[config.mk]
export PLATFORM = sky130hd
export DESIGN_NAME = ghcb_front_flat
export DESIGN_NICKNAME = d
export VERILOG_FILES = /design/src/sv/ghcb_pkg.sv /design/src/sv/ghcb_in_if.sv /design/src/sv/ghcb_front.sv /design/src/flat_wrapper.sv
export SDC_FILE = /design/constraint.sdc
export NUM_CORES = 1
export LEC_CHECK = 0
export BUFFER_PORTS_ARGS = -buffer_cell sky130_fd_sc_hd__buf_2
export CAP_MARGIN = 20
export CELL_PAD_IN_SITES_DETAIL_PLACEMENT = 1
export CELL_PAD_IN_SITES_GLOBAL_PLACEMENT = 1
export CORE_AREA = 2 2 75 77
export CTS_BUF_LIST = sky130_fd_sc_hd__clkbuf_16
export CTS_CLUSTER_SIZE = 8
export DETAILED_ROUTE_END_ITERATION = 12
export DIE_AREA = 0 0 77 79
export PLACE_DENSITY_LB_ADDON = 0.1
export SLEW_MARGIN = 20
export SYNTH_ARGS = -nofsm -noshare
export SYNTH_HDL_FRONTEND = slang
export SYNTH_SLANG_ARGS = --single-unit
[constraint.sdc]
create_clock -name i_clk -period 2 [get_ports i_clk]
set_input_delay 0.4 -clock i_clk [delete_from_list [all_inputs] [get_ports i_clk]]
set_output_delay 0.4 -clock i_clk [all_outputs]
set_load 0.1 [all_outputs]
[src/sv/ghcb_pkg.sv]
// ----------------------------------------------------------------------------
// ghcb_pkg: shared types and constants of the gear-hash chunker
// Word formats, operation codes, cut kinds and sizing constants.
// ----------------------------------------------------------------------------
package ghcb_pkg;

    localparam int MAX_CHUNK   = 65536;
    localparam int LANES       = 8;
    localparam int LANE_W      = (LANES > 1) ? $clog2(LANES) : 1;
    localparam int LEN_W       = 17;
    localparam int MASK_W      = 5;
    localparam int GEAR_W      = 32;
    localparam int BYTE_W      = 8;
    localparam int TABLE_DEPTH = 256;
    localparam int QDEPTH      = 4;
    localparam int QAW         = $clog2(QDEPTH);
    localparam int CFG_IDX_W   = 1;
    localparam int CFG_DATA_W  = LEN_W;

    localparam logic [MASK_W-1:0] MASK_BITS_RST  = MASK_W'(13);
    localparam logic [LEN_W-1:0]  MAX_LENGTH_RST = LEN_W'(65536);

    typedef enum logic [CFG_IDX_W-1:0] {
        CFG_MASK_BITS  = 1'b0,
        CFG_MAX_LENGTH = 1'b1
    } t_cfg_idx;

    typedef enum logic [1:0] {
        ACT_LOAD = 2'd0,
        ACT_BYTE = 2'd1,
        ACT_EOS  = 2'd2,
        ACT_NONE = 2'd3
    } t_action;

    typedef enum logic [1:0] {
        OP_LOAD = 2'd0,
        OP_BYTE = 2'd1,
        OP_EOS  = 2'd2
    } t_op;

    typedef enum logic [1:0] {
        CUT_HASH  = 2'd0,
        CUT_LIMIT = 2'd1,
        CUT_TAIL  = 2'd2
    } t_cut;

    // classified word handed from front to back
    typedef struct packed {
        t_op                 op;
        logic [BYTE_W-1:0]   addr;   // table index for loads, data byte otherwise
        logic [GEAR_W-1:0]   word;
    } t_cmd;

    typedef struct packed {
        logic [MASK_W-1:0] mask_bits;
        logic [LEN_W-1:0]  max_length;
    } t_cfg;

endpackage

[src/sv/ghcb_in_if.sv]
// ----------------------------------------------------------------------------
// ghcb_in_if: input channel of the chunker
// Valid/ready channel carrying one table-load, data-byte or end-of-stream word.
// ----------------------------------------------------------------------------
interface ghcb_in_if;
    logic        valid;
    logic        ready;
    logic [1:0]  action;
    logic [7:0]  data_byte;
    logic [7:0]  table_index;
    logic [31:0] table_word;

    modport source (output valid, action, data_byte, table_index, table_word,
                    input ready);
    modport sink   (input valid, action, data_byte, table_index, table_word,
                    output ready);
endinterface

[src/sv/ghcb_front.sv]
// ----------------------------------------------------------------------------
// ghcb_front: input stage
// Accepts words, decodes the action, drops unknown actions and registers a
// command for the queue.
// ----------------------------------------------------------------------------
module ghcb_front
    import ghcb_pkg::*;
(
    input  logic         i_clk,
    input  logic         i_rst_n,
    ghcb_in_if.sink      i_data,
    output logic         o_push,
    output t_cmd         o_cmd,
    input  logic         i_q_full
);

    logic    r_valid;
    t_cmd    r_cmd;
    t_cmd    n_cmd;
    logic    n_keep;
    logic    w_accept;
    t_action w_act;

    assign o_push       = r_valid && !i_q_full;
    assign i_data.ready = !r_valid || !i_q_full;
    assign w_accept     = i_data.valid && i_data.ready;
    assign w_act        = t_action'(i_data.action);
    assign o_cmd        = r_cmd;

    always_comb begin
        n_keep      = 1'b1;
        n_cmd.word  = i_data.table_word;
        n_cmd.addr  = i_data.data_byte;
        n_cmd.op    = OP_BYTE;
        case (w_act)
            ACT_LOAD: begin
                n_cmd.op   = OP_LOAD;
                n_cmd.addr = i_data.table_index;
            end
            ACT_BYTE: n_cmd.op = OP_BYTE;
            ACT_EOS:  n_cmd.op = OP_EOS;
            default:  n_keep = 1'b0;    // unknown action: swallowed here
        endcase
    end

    always_ff @(posedge i_clk) begin
        if (!i_rst_n) begin
            r_valid <= 1'b0;
        end else if (w_accept) begin
            r_valid <= n_keep;
        end else if (o_push) begin
            r_valid <= 1'b0;
        end
    end

    always_ff @(posedge i_clk) begin
        if (w_accept) begin
            r_cmd <= n_cmd;
        end
    end

endmodule

[src/flat_wrapper.sv]
// flat-port wrapper written by rule: the top's interface ports become plain ports
module ghcb_front_flat import ghcb_pkg::*;
  (i_clk, i_rst_n, o_push, o_cmd, i_q_full, i_data_valid, i_data_action, i_data_data_byte, i_data_table_index, i_data_table_word, i_data_ready);
  ghcb_in_if i_data_i ();
  input  logic i_clk;
  input  logic i_rst_n;
  output logic o_push;
  output t_cmd o_cmd;
  input  logic i_q_full;
  input wire logic [$bits(i_data_i.valid)-1:0] i_data_valid;
  input wire logic [$bits(i_data_i.action)-1:0] i_data_action;
  input wire logic [$bits(i_data_i.data_byte)-1:0] i_data_data_byte;
  input wire logic [$bits(i_data_i.table_index)-1:0] i_data_table_index;
  input wire logic [$bits(i_data_i.table_word)-1:0] i_data_table_word;
  output wire logic [$bits(i_data_i.ready)-1:0] i_data_ready;
  assign i_data_i.valid = i_data_valid;
  assign i_data_i.action = i_data_action;
  assign i_data_i.data_byte = i_data_data_byte;
  assign i_data_i.table_index = i_data_table_index;
  assign i_data_i.table_word = i_data_table_word;
  assign i_data_ready = i_data_i.ready;
  ghcb_front u_core (.i_clk(i_clk), .i_rst_n(i_rst_n), .i_data(i_data_i), .o_push(o_push), .o_cmd(o_cmd), .i_q_full(i_q_full));
endmodule
Word-level counts from Yosys, hierarchy flattened
Cells that the tools add are included.

Bits in registers: 43. Output and inout port bits: 44. Logic and storage cells: 19. Input bits: 54.

Reduce and logical (&&, ||, !) cells: 8. Equality and inequality tests: 2. Muxes and demuxes: 5.

Operators by type and width (count): 8-bit 2-to-1 mux (1); 2-bit one-hot mux with 2 select lines (1); 1-bit 2-to-1 mux (3); 3-bit OR reduction (1); 2-bit by 1-bit == test with 1-bit output, second input constant (1); 2-bit == test, second input constant (1); 1-bit logical AND (2); 1-bit logical NOT (2); 2-bit logical NOT (1); 2-bit nonzero test (1); 1-bit logical OR (1).

Logic depth before layout (Yosys ltp)
Word-level depth: 4. Depth in mapped cells: 2. Depth with buffers taken out: 2.

Worst setup path before layout
Ideal clock, no wire load.

Path kind: input to register. Start: input i_q_full. End: register u_core.r_cmd, in the netlist u_core.o_cmd[0], enable pin. Stages: 2. Path slack: -0.615 ns. Required time: 1.597 ns. Buffers on the path: 0. Arrival time: 2.212 ns. Path through: nand2_1 and2_1.

Longest elaborated chain between the ends: 3.

RTL lines: from (decl) (line flat_wrapper.sv:9) `input logic i_q_full;`; 1-bit logical NOT (line ghcb_front.sv:25) `assign i_data.ready = !r_valid || !i_q_full;`; 1-bit logical OR (line ghcb_front.sv:25); 1-bit logical AND (line ghcb_front.sv:26) `assign w_accept = i_data.valid && i_data.ready;`; via u_core.w_accept (line ghcb_front.sv:21) `logic w_accept;`; to (signal assigned) (line ghcb_front.sv:58) `r_cmd <= n_cmd;`; to (decl) (line ghcb_front.sv:18) `t_cmd r_cmd;`.

The timed path passes the listed nets, and every way through them passes these cells. A chain may end at the register's enable or synchronous reset.

Final worst setup path
Start: register u_core.r_valid. End: output o_push.

Longest elaborated chain between the ends: 1.

RTL lines: from (decl) (line ghcb_front.sv:17) `logic r_valid;`; from (signal assigned) (line ghcb_front.sv:50) `r_valid <= n_keep;`; 1-bit logical AND (line ghcb_front.sv:24) `assign o_push = r_valid && !i_q_full;`; to (decl) (line flat_wrapper.sv:7) `output logic o_push;`.

Every way passes these cells.

==> results.sh <==
export IMPL_outcome="completed"
export IMPL_crit_type="reg2out"
export IMPL_vdd_drop_max_mv=0.351
export IMPL_yosys_warnings=0
export IMPL_r2r_cells=2
export IMPL_worst_ep_required_time_ns=1.60
export IMPL_cts_root_buffer_cell="clkbuf_16"
export IMPL_syn_nets=113
export IMPL_clk_latency_ns=0.28
export IMPL_p_leak_nw=0.927
export IMPL_ys_seq_elements=43
export IMPL_antenna_found_initial=0
export IMPL_relSlewSlack=0.625
export IMPL_worst_pin_slew_ns=0.562
export IMPL_hp_start="i_data_table_word[10]"
export IMPL_regToRegEndpoint="u_core.o_cmd[6]"
export IMPL_fp_row_count=27
export IMPL_drt_wl_total_mm=3.19
export IMPL_dieArea_um2=6080
export IMPL_cts_tree="done"
export IMPL_yosysSeqAreaShare=0.897
export IMPL_grt_ovfl_total=0
export IMPL_place_area_um2=2010
export IMPL_regToRegSetupSlack_ns=0.69
export IMPL_timing_clock_skew_ns=0.00413
export IMPL_hold_path_class="in2reg"
export IMPL_crit_fanout=2
export IMPL_grt_max_degree=43
export IMPL_synth_top_cell_by_area="edfxtp_1"
export IMPL_routed_via_density=4.03
export IMPL_holdPathStages=1
export IMPL_clkSinkCount=43
export IMPL_cts_hold_buf=0
export IMPL_num_antenna_cells=0
export IMPL_slew_viol_final=0
export IMPL_cap_violations=0
export IMPL_finalNetCount=216
export IMPL_start_util=0.268
export IMPL_rsz0062_at_grt="false"
export IMPL_grt_busiest_layer="met2"
export IMPL_drive_above_1_share=0.712
export IMPL_grt_pass1_vias=960
export IMPL_dr_total_vias=946
export IMPL_htree_levels=2
export IMPL_use_met2=0.182
export IMPL_setup_tns_ns=0
export IMPL_design_portCount=98
export IMPL_hold_end="u_core.o_cmd[10]"
export IMPL_fin_crit_sh=0.785
export IMPL_drt_iter0_drc=42
export IMPL_met1_usage=0.116
export IMPL_netlist_cell_type_count=11
export IMPL_core_area_um2=5340
export IMPL_dr_pass1_iters=3
export IMPL_fillCellCount=589
export IMPL_cts_setup_buffers=0
export IMPL_post_cts_resized=0
export IMPL_gp_congestion=0.655
export IMPL_power_density_nw_per_um2=1100
export IMPL_area_delta_synth_final_pct=50.0
export IMPL_synthCells=59
export IMPL_synthTopCellsByArea="edfxtp_1 88%, mux2_2 6.3%, dfxtp_1 1.4%, nor2_4 0.79%, a21bo_2 0.70%"
export IMPL_fp_dieH_um=79
export IMPL_finalHoldViolCount=0
export IMPL_finalSetupViolCount=0
export IMPL_design_area_um2=2140
export IMPL_wire_per_inst_um=13.6
export IMPL_crit_path_end_kind="output pin"
export IMPL_cts_buffers=5
export IMPL_rr_startpoint="u_core.r_valid"
export IMPL_syn_avg_cell_area_um2=24.2
export IMPL_grt_usage=0.107
export IMPL_grt_util_met3=0.0432
export IMPL_start_kind="flip-flop"
export IMPL_fp_dieW_um=77
export IMPL_synth_top_area_share=0.883
export IMPL_drcViolationCount=0
export IMPL_clk_pin_slew_ns=0.06
export IMPL_worstPathArrival_ns=1.17
export IMPL_drtAntennaViolNets=0
export IMPL_netlist_area_um2=1430
export IMPL_cts_path_max_buffers=2
export IMPL_fmax_mhz=637
export IMPL_portBuffers=97
export IMPL_fin_crit_ns=1.57
export IMPL_grt_pass1_wl_mm=4.95
## worst max-delay path, cell delays in order, from the launching register on
cell and delay (ns):
dfxtp_1 0.34, nor2b_2 0.13, buf_2 0.42
## report_power, final
| part | internal (mW) | leakage [nW] | switching, mW |
|---|---|---|---|
| clock | 0.451 | 0.0762 | 0.302 |
| combinational | 0.0874 | 0.435 | 0.455 |
| sequential | 1.06 | 0.416 | 0.0125 |
| total | 1.59 | 0.927 | 0.769 |
## cells by family after synthesis
kind of cell,count (synthesis),synth area share
AO/OA/AOI/OAI,2,0.0123
buffers and inverters,1,0.00262
flip-flops,43,0.897
multiplexers,8,0.0630
AND/OR/NAND/NOR,5,0.0254
## cells in the final DEF, fill, tap and decap left out, drive strengths merged
master and n:
and2 1, buf 97, nor2 1, edfxtp 42
clkinv 1, and2b 1, inv 2, dfxtp 1
mux2 8, nand2 1, clkbuf 5, a21boi 1
a21bo 1, nor2b 1
## flip-flops by register name, indices dropped and copies added (netlist names)
| register | cells |
|---|---|
| u_core.o_cmd | 42 |
| u_core.r_valid | 1 |
## metal layers
layer | vias to the layer above | part of all wire
li1 | 437 | -
met5 | - | 0
met2 | 62 | 0.49
met3 | 7 | 0.11
met1 | 440 | 0.38
met4 | 0 | 0.015
## how the worst max path moves through the flow
stage / slack [ns] / end / cells past startpoint / start
CTS: 0.43 / o_push / 2 / u_core.r_valid
global route: 0.37 / o_push / 2 / u_core.r_valid
global placement: 0.52 / u_core.o_cmd[16] / 3 / i_q_full
detailed placement: 0.46 / u_core.o_cmd[0] / 3 / i_q_full
finish: 0.43 / o_push / 2 / u_core.r_valid
floorplan: 0.02 / u_core.o_cmd[0] / 2 / i_q_full
## metrics by stage
stage	utilization	total power, mW	hold WS [ns]	worst slack, ns	instances
2_1_floorplan	-	1.52	0.499	0.0243	59
3_3_place_gp	0.376	1.63	0.491	0.524	227
3_5_place_dp	0.376	1.64	0.523	0.465	227
4_1_cts	0.402	2.39	0.290	0.429	235
5_1_grt	0.402	2.44	0.289	0.370	235
6_report	0.402	2.36	0.297	0.429	235
## area by class of cell
type | count | area, µm² | area share
clock buffers | 5 | 125 | 0.0584
flip-flops and latches | 43 | 1280 | 0.598
well taps | 72 | 90.1 | 0.0420
clock inverters | 3 | 12.5 | 0.00584
multi-input cells | 15 | 149 | 0.0695
repair buffers | 97 | 485 | 0.227
## cell usage after synthesis
library cell,instances
mux2_2,8
a21bo_2,1
nand2_1,1
and2_1,1
nor2b_1,1
and2b_2,1
nor2_4,1
a21boi_0,1
dfxtp_1,1
clkbuf_1,1
edfxtp_1,42
Note: power is estimated with default switching activity, not from simulation.
