$ cat config.mk
export PLATFORM = sky130hd
export DESIGN_NAME = ghcb_queue
export DESIGN_NICKNAME = d
export VERILOG_FILES = /design/src/sv/ghcb_pkg.sv /design/src/sv/ghcb_queue.sv
export SDC_FILE = /design/constraint.sdc
export NUM_CORES = 1
export LEC_CHECK = 0
export BUFFER_PORTS_ARGS = -buffer_cell sky130_fd_sc_hd__buf_2
export CORE_MARGIN = 2
export CORE_UTILIZATION = 35
export DETAILED_ROUTE_END_ITERATION = 8
export PLACE_DENSITY = 0.59
export SYNTH_ARGS = -nofsm -noshare
export SYNTH_HDL_FRONTEND = slang
export SYNTH_SLANG_ARGS = --single-unit
$ cat constraint.sdc
create_clock -name i_clk -period 4.1 [get_ports i_clk]
set_input_delay 0.615 -clock i_clk [delete_from_list [all_inputs] [get_ports i_clk]]
set_output_delay 0.615 -clock i_clk [all_outputs]
set_load 0.05 [all_outputs]
$ cat src/sv/ghcb_pkg.sv
// ----------------------------------------------------------------------------
// ghcb_pkg: shared types and constants of the gear-hash chunker
// Word formats, operation codes, cut kinds and sizing constants.
// ----------------------------------------------------------------------------
package ghcb_pkg;

    localparam int MAX_CHUNK   = 65536;
    localparam int LANES       = 8;
    localparam int LANE_W      = (LANES > 1) ? $clog2(LANES) : 1;
    localparam int LEN_W       = 17;
    localparam int MASK_W      = 5;
    localparam int GEAR_W      = 32;
    localparam int BYTE_W      = 8;
    localparam int TABLE_DEPTH = 256;
    localparam int QDEPTH      = 4;
    localparam int QAW         = $clog2(QDEPTH);
    localparam int CFG_IDX_W   = 1;
    localparam int CFG_DATA_W  = LEN_W;

    localparam logic [MASK_W-1:0] MASK_BITS_RST  = MASK_W'(13);
    localparam logic [LEN_W-1:0]  MAX_LENGTH_RST = LEN_W'(65536);

    typedef enum logic [CFG_IDX_W-1:0] {
        CFG_MASK_BITS  = 1'b0,
        CFG_MAX_LENGTH = 1'b1
    } t_cfg_idx;

    typedef enum logic [1:0] {
        ACT_LOAD = 2'd0,
        ACT_BYTE = 2'd1,
        ACT_EOS  = 2'd2,
        ACT_NONE = 2'd3
    } t_action;

    typedef enum logic [1:0] {
        OP_LOAD = 2'd0,
        OP_BYTE = 2'd1,
        OP_EOS  = 2'd2
    } t_op;

    typedef enum logic [1:0] {
        CUT_HASH  = 2'd0,
        CUT_LIMIT = 2'd1,
        CUT_TAIL  = 2'd2
    } t_cut;

    // classified word handed from front to back
    typedef struct packed {
        t_op                 op;
        logic [BYTE_W-1:0]   addr;   // table index for loads, data byte otherwise
        logic [GEAR_W-1:0]   word;
    } t_cmd;

    typedef struct packed {
        logic [MASK_W-1:0] mask_bits;
        logic [LEN_W-1:0]  max_length;
    } t_cfg;

endpackage

$ cat src/sv/ghcb_queue.sv
// ----------------------------------------------------------------------------
// ghcb_queue: command queue
// Small FIFO between front and back so that each side stalls on its own.
// ----------------------------------------------------------------------------
module ghcb_queue
    import ghcb_pkg::*;
(
    input  logic  i_clk,
    input  logic  i_rst_n,
    input  logic  i_push,
    input  t_cmd  i_cmd,
    output logic  o_full,
    input  logic  i_pop,
    output logic  o_valid,
    output t_cmd  o_cmd
);

    t_cmd           r_mem [QDEPTH];
    logic [QAW-1:0] r_wp;
    logic [QAW-1:0] r_rp;
    logic [QAW:0]   r_cnt;
    logic           w_push;
    logic           w_pop;

    assign o_full  = (r_cnt == (QAW+1)'(QDEPTH));
    assign o_valid = (r_cnt != '0);
    assign o_cmd   = r_mem[r_rp];
    assign w_push  = i_push && !o_full;
    assign w_pop   = i_pop && o_valid;

    always_ff @(posedge i_clk) begin
        if (w_push) begin
            r_mem[r_wp] <= i_cmd;
        end
    end

    always_ff @(posedge i_clk) begin
        if (!i_rst_n) begin
            r_wp  <= '0;
            r_rp  <= '0;
            r_cnt <= '0;
        end else begin
            if (w_push) begin
                r_wp <= (r_wp == QAW'(QDEPTH-1)) ? '0 : r_wp + 1'b1;
            end
            if (w_pop) begin
                r_rp <= (r_rp == QAW'(QDEPTH-1)) ? '0 : r_rp + 1'b1;
            end
            case ({w_push, w_pop})
                2'b10:   r_cnt <= r_cnt + 1'b1;
                2'b01:   r_cnt <= r_cnt - 1'b1;
                default: r_cnt <= r_cnt;
            endcase
        end
    end

    a_cnt_bound: assert property (@(posedge i_clk) disable iff (!i_rst_n)
        r_cnt <= (QAW+1)'(QDEPTH))
        else $error("queue count beyond depth");

endmodule

* Word level (Yosys, flattened, before mapping)
Memory sizes are Yosys's and may differ from the RTL's. A register that Yosys moved wholly into a read port is not among the register bits.
Cells that the tools add are included.
** Storage, ports and cells
- Flip-flop bits (word level) :: 7
- Memory bits (writable) :: 168
- Input bits :: 46
- Word-level logic and storage cells :: 25
- Memories :: 1
** Operators by class
- Add/sub/neg operators :: 4
- Equality and inequality tests :: 5
- Multiplexer cells :: 7
- Reduce and logical (&&, ||, !) cells :: 5
** Memory list
- r_mem :: words 4, width 42, rd ports 1, clocked after memory_dff 1, write ports 1, RTL line ghcb_queue.sv:18 : t_cmd r_mem [QDEPTH];
** Operators with widths (number)
- $mux 2 :: 4
- $eq 2x2->1 const B :: 3
- $pmux 3 s2 :: 1
- $add 2x1->2 const B :: 2
- $add 3x1->3 const B :: 1
- $eq 3x3->1 const B :: 1
- $reduce_bool 3->1 :: 1
- $sub 3x1->3 const B :: 1
- $eq 2x1->1 const B :: 1
- $logic_and 1x1->1 :: 2
- $mux 1 :: 2
- $reduce_bool 2->1 :: 1
- $logic_not 1->1 :: 1

* Depth between registers and ports, before layout
- Depth after elaboration :: 5
- Mapped depth :: 10
- Mapped depth without buffers :: 9

* Least setup slack after synthesis
No wires, ideal clock.
- Kind :: register to register
- Start point :: register r_cnt[2]
- End point :: register r_cnt[2]
- Library setup time :: 76 ps
- Data arrival time :: 2511 ps
- Required time :: 4024 ps
- Slack :: 1513 ps
- Stages on the path, launching flop included :: 11
- Path buffers :: 1
- Clock period less this slack :: 2587 ps
- Cell sequence :: dfxtp_1 -> nor3b_2 -> nor2b_1 -> buf_2 -> inv_1 -> ha_1 -> inv_1 -> fa_1 -> xor2_1 -> or3_1 -> a21boi_0
** On the way
- Cells in the longest elaborated chain, start to end :: 5
- Elaborated cells on any way between the ends :: 11
- Those cells by class :: add/sub: 2; eq/ne: 3; mux: 1; reduce/logical: 5
** Ends and longest elaborated chain
- from (decl) :: RTL line ghcb_queue.sv:21 : logic [QAW:0] r_cnt;
- from (signal assigned) :: RTL line ghcb_queue.sv:50 : 2'b10: r_cnt <= r_cnt + 1'b1;
- from (signal assigned) :: RTL line ghcb_queue.sv:51 : 2'b01: r_cnt <= r_cnt - 1'b1;
- from (signal assigned) :: RTL line ghcb_queue.sv:52 : default: r_cnt <= r_cnt;
- $eq 3x3->1 (*) :: RTL line ghcb_queue.sv:25 : assign o_full = (r_cnt == (QAW+1)'(QDEPTH));
- via o_full :: RTL line ghcb_queue.sv:12 : output logic o_full,
- $logic_not 1->1 (*) :: RTL line ghcb_queue.sv:28 : assign w_push = i_push && !o_full;
- $logic_and 1x1->1 (*) :: RTL line ghcb_queue.sv:28
- $eq 2x1->1 / $eq 2x2->1 (equally long branches) :: RTL line ghcb_queue.sv:49 : case ({w_push, w_pop})
- $pmux 3 s2 / $reduce_bool 2->1 (equally long branches)
Mark *: on every way through the listed nets, which the timed path passes. The rest lies on a longest branch.
A chain may end at the register's enable or synchronous reset.

==> results list <==
* Largest area contributor in the netlist: sky130_fd_sc_hd__edfxtp_1
- Routability congestion estimate from global placement: 0.628
- The total overflow left after global routing is 0.
* IO Pins: 90
- Quantity of hold-fixing buffers added after cts: 0
- The count of endpoints failing hold in the final timing report was 0.
* Leakage Power: 2.65 nW
- Top cell type's share of synthesized area: 76.3%
- Most frequent cell after synthesis: sky130_fd_sc_hd__edfxtp_1
* Tcrit/Tclk final: 70.3%
* Root buffer cell: sky130_fd_sc_hd__clkbuf_16
- Outcome: completed
- Fill cells in the final layout number 1,666.
* Unrepaired setup endpoints after global routing: false
- Gates resized, CTS repair: 0
- Async S/R FF share, synth: 0%
- After clock tree synthesis, the setup repair step added 0 buffers.
- Max Clk Rate: 347 MHz
- The net count of the finished layout is 433.
* Non-Filler Instances: 628
* Total global-route track usage: 12.2%
* Post-Syn Nets: 329
* Yosys Warn Count: 0
- The area growth from synthesis to layout is 19.0%.
- Largest cells by area after synthesis: sky130_fd_sc_hd__edfxtp_1, sky130_fd_sc_hd__mux4_2, sky130_fd_sc_hd__dfxtp_1
- Setup crit end kind: output pin
- For the pin with the worst max-slew slack, the measured transition is 0.895 ns.
- TritonCTS built the clock tree.
- In this run the tool buffered the top-level ports with 89 buffer cells.
- Largest fanout on the critical path: 42
- Routed wirelength normalized by instance count: 18.5 um
- Max Transition Viols Final: 0
* Proportion of synthesized chip area in sequential cells: 79.1%
- The synthesized design contains 177 register bits.
- Of the total synthesized cell area, the portion taken by full adders, half adders and majority gates is 1.44%.
- Max-cap violations in this run came to 0.
- Setup violations remaining at the end of the flow were counted as 0.
- Summed over all layers, the routed wires come to 11,600 um.
- Most numerous cell types in the synthesized netlist: sky130_fd_sc_hd__edfxtp_1, sky130_fd_sc_hd__mux4_2, sky130_fd_sc_hd__dfxtp_1, sky130_fd_sc_hd__inv_1, sky130_fd_sc_hd__nand2_1
- The die covers 20,000 um2.
- Averaged over all synthesized cells, the footprint is 23.9 um2.
* Number of distinct library cells after synthesis: 24
* Post-synthesis cell area: 6610 um2
* Residual antenna-violating net count after detailed routing: 0
- Using the TritonRoute via totals, the vias-per-cell ratio works out to 4.77.
* Vias in the first global route: 3,180
- The initial antenna violation count was 3.
- Once the floorplan was initialized, standard cells occupied 35.4% of the core.
- Adding up every negative setup slack in the final design gives 0 ns.
- Core footprint: 18,600 um2
- The floorplan has 50 rows.
- The clock tree synthesis step divided the H-tree into 4 levels.
- The setup path with the least slack is of type reg -> out.
- Entering global routing, the biggest net connects 43 pins.
- The worst setup path is launched from a register.
- IR analysis of the VDD net gives a maximum drop of 283 uV.
- DP Cell Count: 595
* Fraction of final layout cells sized beyond drive strength 1: 43.5%
* Complex-gate fraction of the synthesized area: 0.530%
* Arrival time of the worst setup path: 2.27 ns
* Simple-gate area share of the yosys netlist: 1.70%
* Clk slew on worst S/H paths: 0.07 ns
* Main combinational cell family by area after synthesis: multiplexers
- Ys flop type: sky130_fd_sc_hd__edfxtp_1
* Required time reported for the critical path endpoint: 3.48 ns
* Clock insertion delay at the later pin of the skew report: 0.42 ns
* Overall die width: 141 um
* Total vias in the final route: 2,994
* Clock sink total: 177
- Maximum buffer depth of the clock tree: 2
* Count of mapped cells out of synthesis: 276
* Mux cell area share after synthesis: 14.7%
- Total CTS buffers: 17
- Worst max-slew margin expressed relative to the limit: 40.3%
- Iter 0 DRT Violations: 149
- Drc violations: 0
- The die is 141 um tall.
* Tightest Hold Check Type: in -> reg
- The worst path in the final design needs a cycle of 2.88 ns, including I/O delays and setup.
* Half-perimeter wire length after detailed placement: 7090 um
* Power density over cell area: 686 nW/um2
- Global-route wire length before repair: 17,700 um
- Post-synth EDFFs: 168
- Xor/xnor share of the synthesized area: 0.265%
- The first detailed-routing pass took 4 iterations.
- Clock skew after layout: 0.0108 ns
[kinds of logic after synthesis]
family	Yosys count
mux	44
compound gates	6
simple gates	21
flops	177
fa+ha+maj	7
xor+xnor	2
buf+inv	19
[flip-flops by register name (all words and copies together), names as in the netlist, named ones only]
name and count:
r_mem 168, r_cnt 3, r_rp 2, r_wp 2
[through the flow]
| step | utilization [%] | worst slack, ns | hold slack [ns] | instance area (um2) | total power [mW] |
|---|---|---|---|---|---|
| 4_1_cts | 42.2 | 1.08 | 0.381 | 7860 | 5.48 |
| 2_1_floorplan | - | 1.51 | 0.468 | 6610 | 3.64 |
| 3_3_place_gp | 39.1 | 1.56 | 0.482 | 7290 | 3.92 |
| 6_report | 42.2 | 1.22 | 0.403 | 7860 | 5.40 |
| 5_1_grt | 42.2 | 0.991 | 0.390 | 7860 | 5.61 |
| 3_5_place_dp | 39.1 | 1.55 | 0.514 | 7290 | 3.94 |
[worst paths after layout]
| check | to | slack [ns] | depth (start not counted) | start |
|---|---|---|---|---|
| worst max register to register | r_mem[1][16] | 1.85 | 4 | r_cnt[0] |
| worst min register to register | r_wp[0] | 0.52 | 2 | r_wp[0] |
| worst min-delay path | r_mem[3][21] | 0.40 | 1 | i_cmd[21] |
| worst max-delay path | o_cmd[41] | 1.22 | 2 | register |
[layer usage]
metal	GRT usage, %	wire [um]	up-vias	share of wire (%)
li1	-	-	1351	-
met1	15.0	5000	1560	43
met4	4.26	164	4	1.4
met5	0	30	-	0.26
met3	4.52	559	18	4.8
met2	20.0	5860	61	50
[critical path, stage by stage (launching register included)]
cell                      delay [ns]
sky130_fd_sc_hd__dfxtp_4        0.93
sky130_fd_sc_hd__mux4_2         0.63
sky130_fd_sc_hd__buf_2          0.23
[layout by cell type, fill, tap and decap left out, types with 2 or more instances in the layout]
cell	instances
sky130_fd_sc_hd__edfxtp_1	168
sky130_fd_sc_hd__buf_2	89
sky130_fd_sc_hd__mux4_2	40
sky130_fd_sc_hd__clkbuf_16	17
sky130_fd_sc_hd__buf_4	8
sky130_fd_sc_hd__inv_1	7
sky130_fd_sc_hd__nand2_1	7
sky130_fd_sc_hd__dfxtp_1	7
sky130_fd_sc_hd__ha_1	6
sky130_fd_sc_hd__clkinv_1	5
sky130_fd_sc_hd__clkinvlp_4	5
sky130_fd_sc_hd__and2_2	4
sky130_fd_sc_hd__o21ai_0	4
sky130_fd_sc_hd__or3_1	2
sky130_fd_sc_hd__mux4_1	2
sky130_fd_sc_hd__and2_1	2
sky130_fd_sc_hd__nor2_1	2
sky130_fd_sc_hd__mux2i_1	2
sky130_fd_sc_hd__nand3_1	2
sky130_fd_sc_hd__bufinv_16	2
sky130_fd_sc_hd__inv_6	2
[where the power goes]
group          internal (mW)  leakage, nW  switching (mW)
clock                  0.890        0.260           0.642
combinational          0.491        0.771            1.01
sequential              2.19         1.62           0.173
[area by class of cell]
class	instances	area, um2	area share (%)
flip-flops and latches	177	5230	66.5
multi-input cells	80	1240	15.8
repair buffers	97	505	6.43
clock buffers	17	425	5.41
well taps	234	293	3.72
clock inverters	15	143	1.81
inverters	7	26.3	0.334
diodes	1	2.50	0.0318
Power figures use the tool's default switching activity.
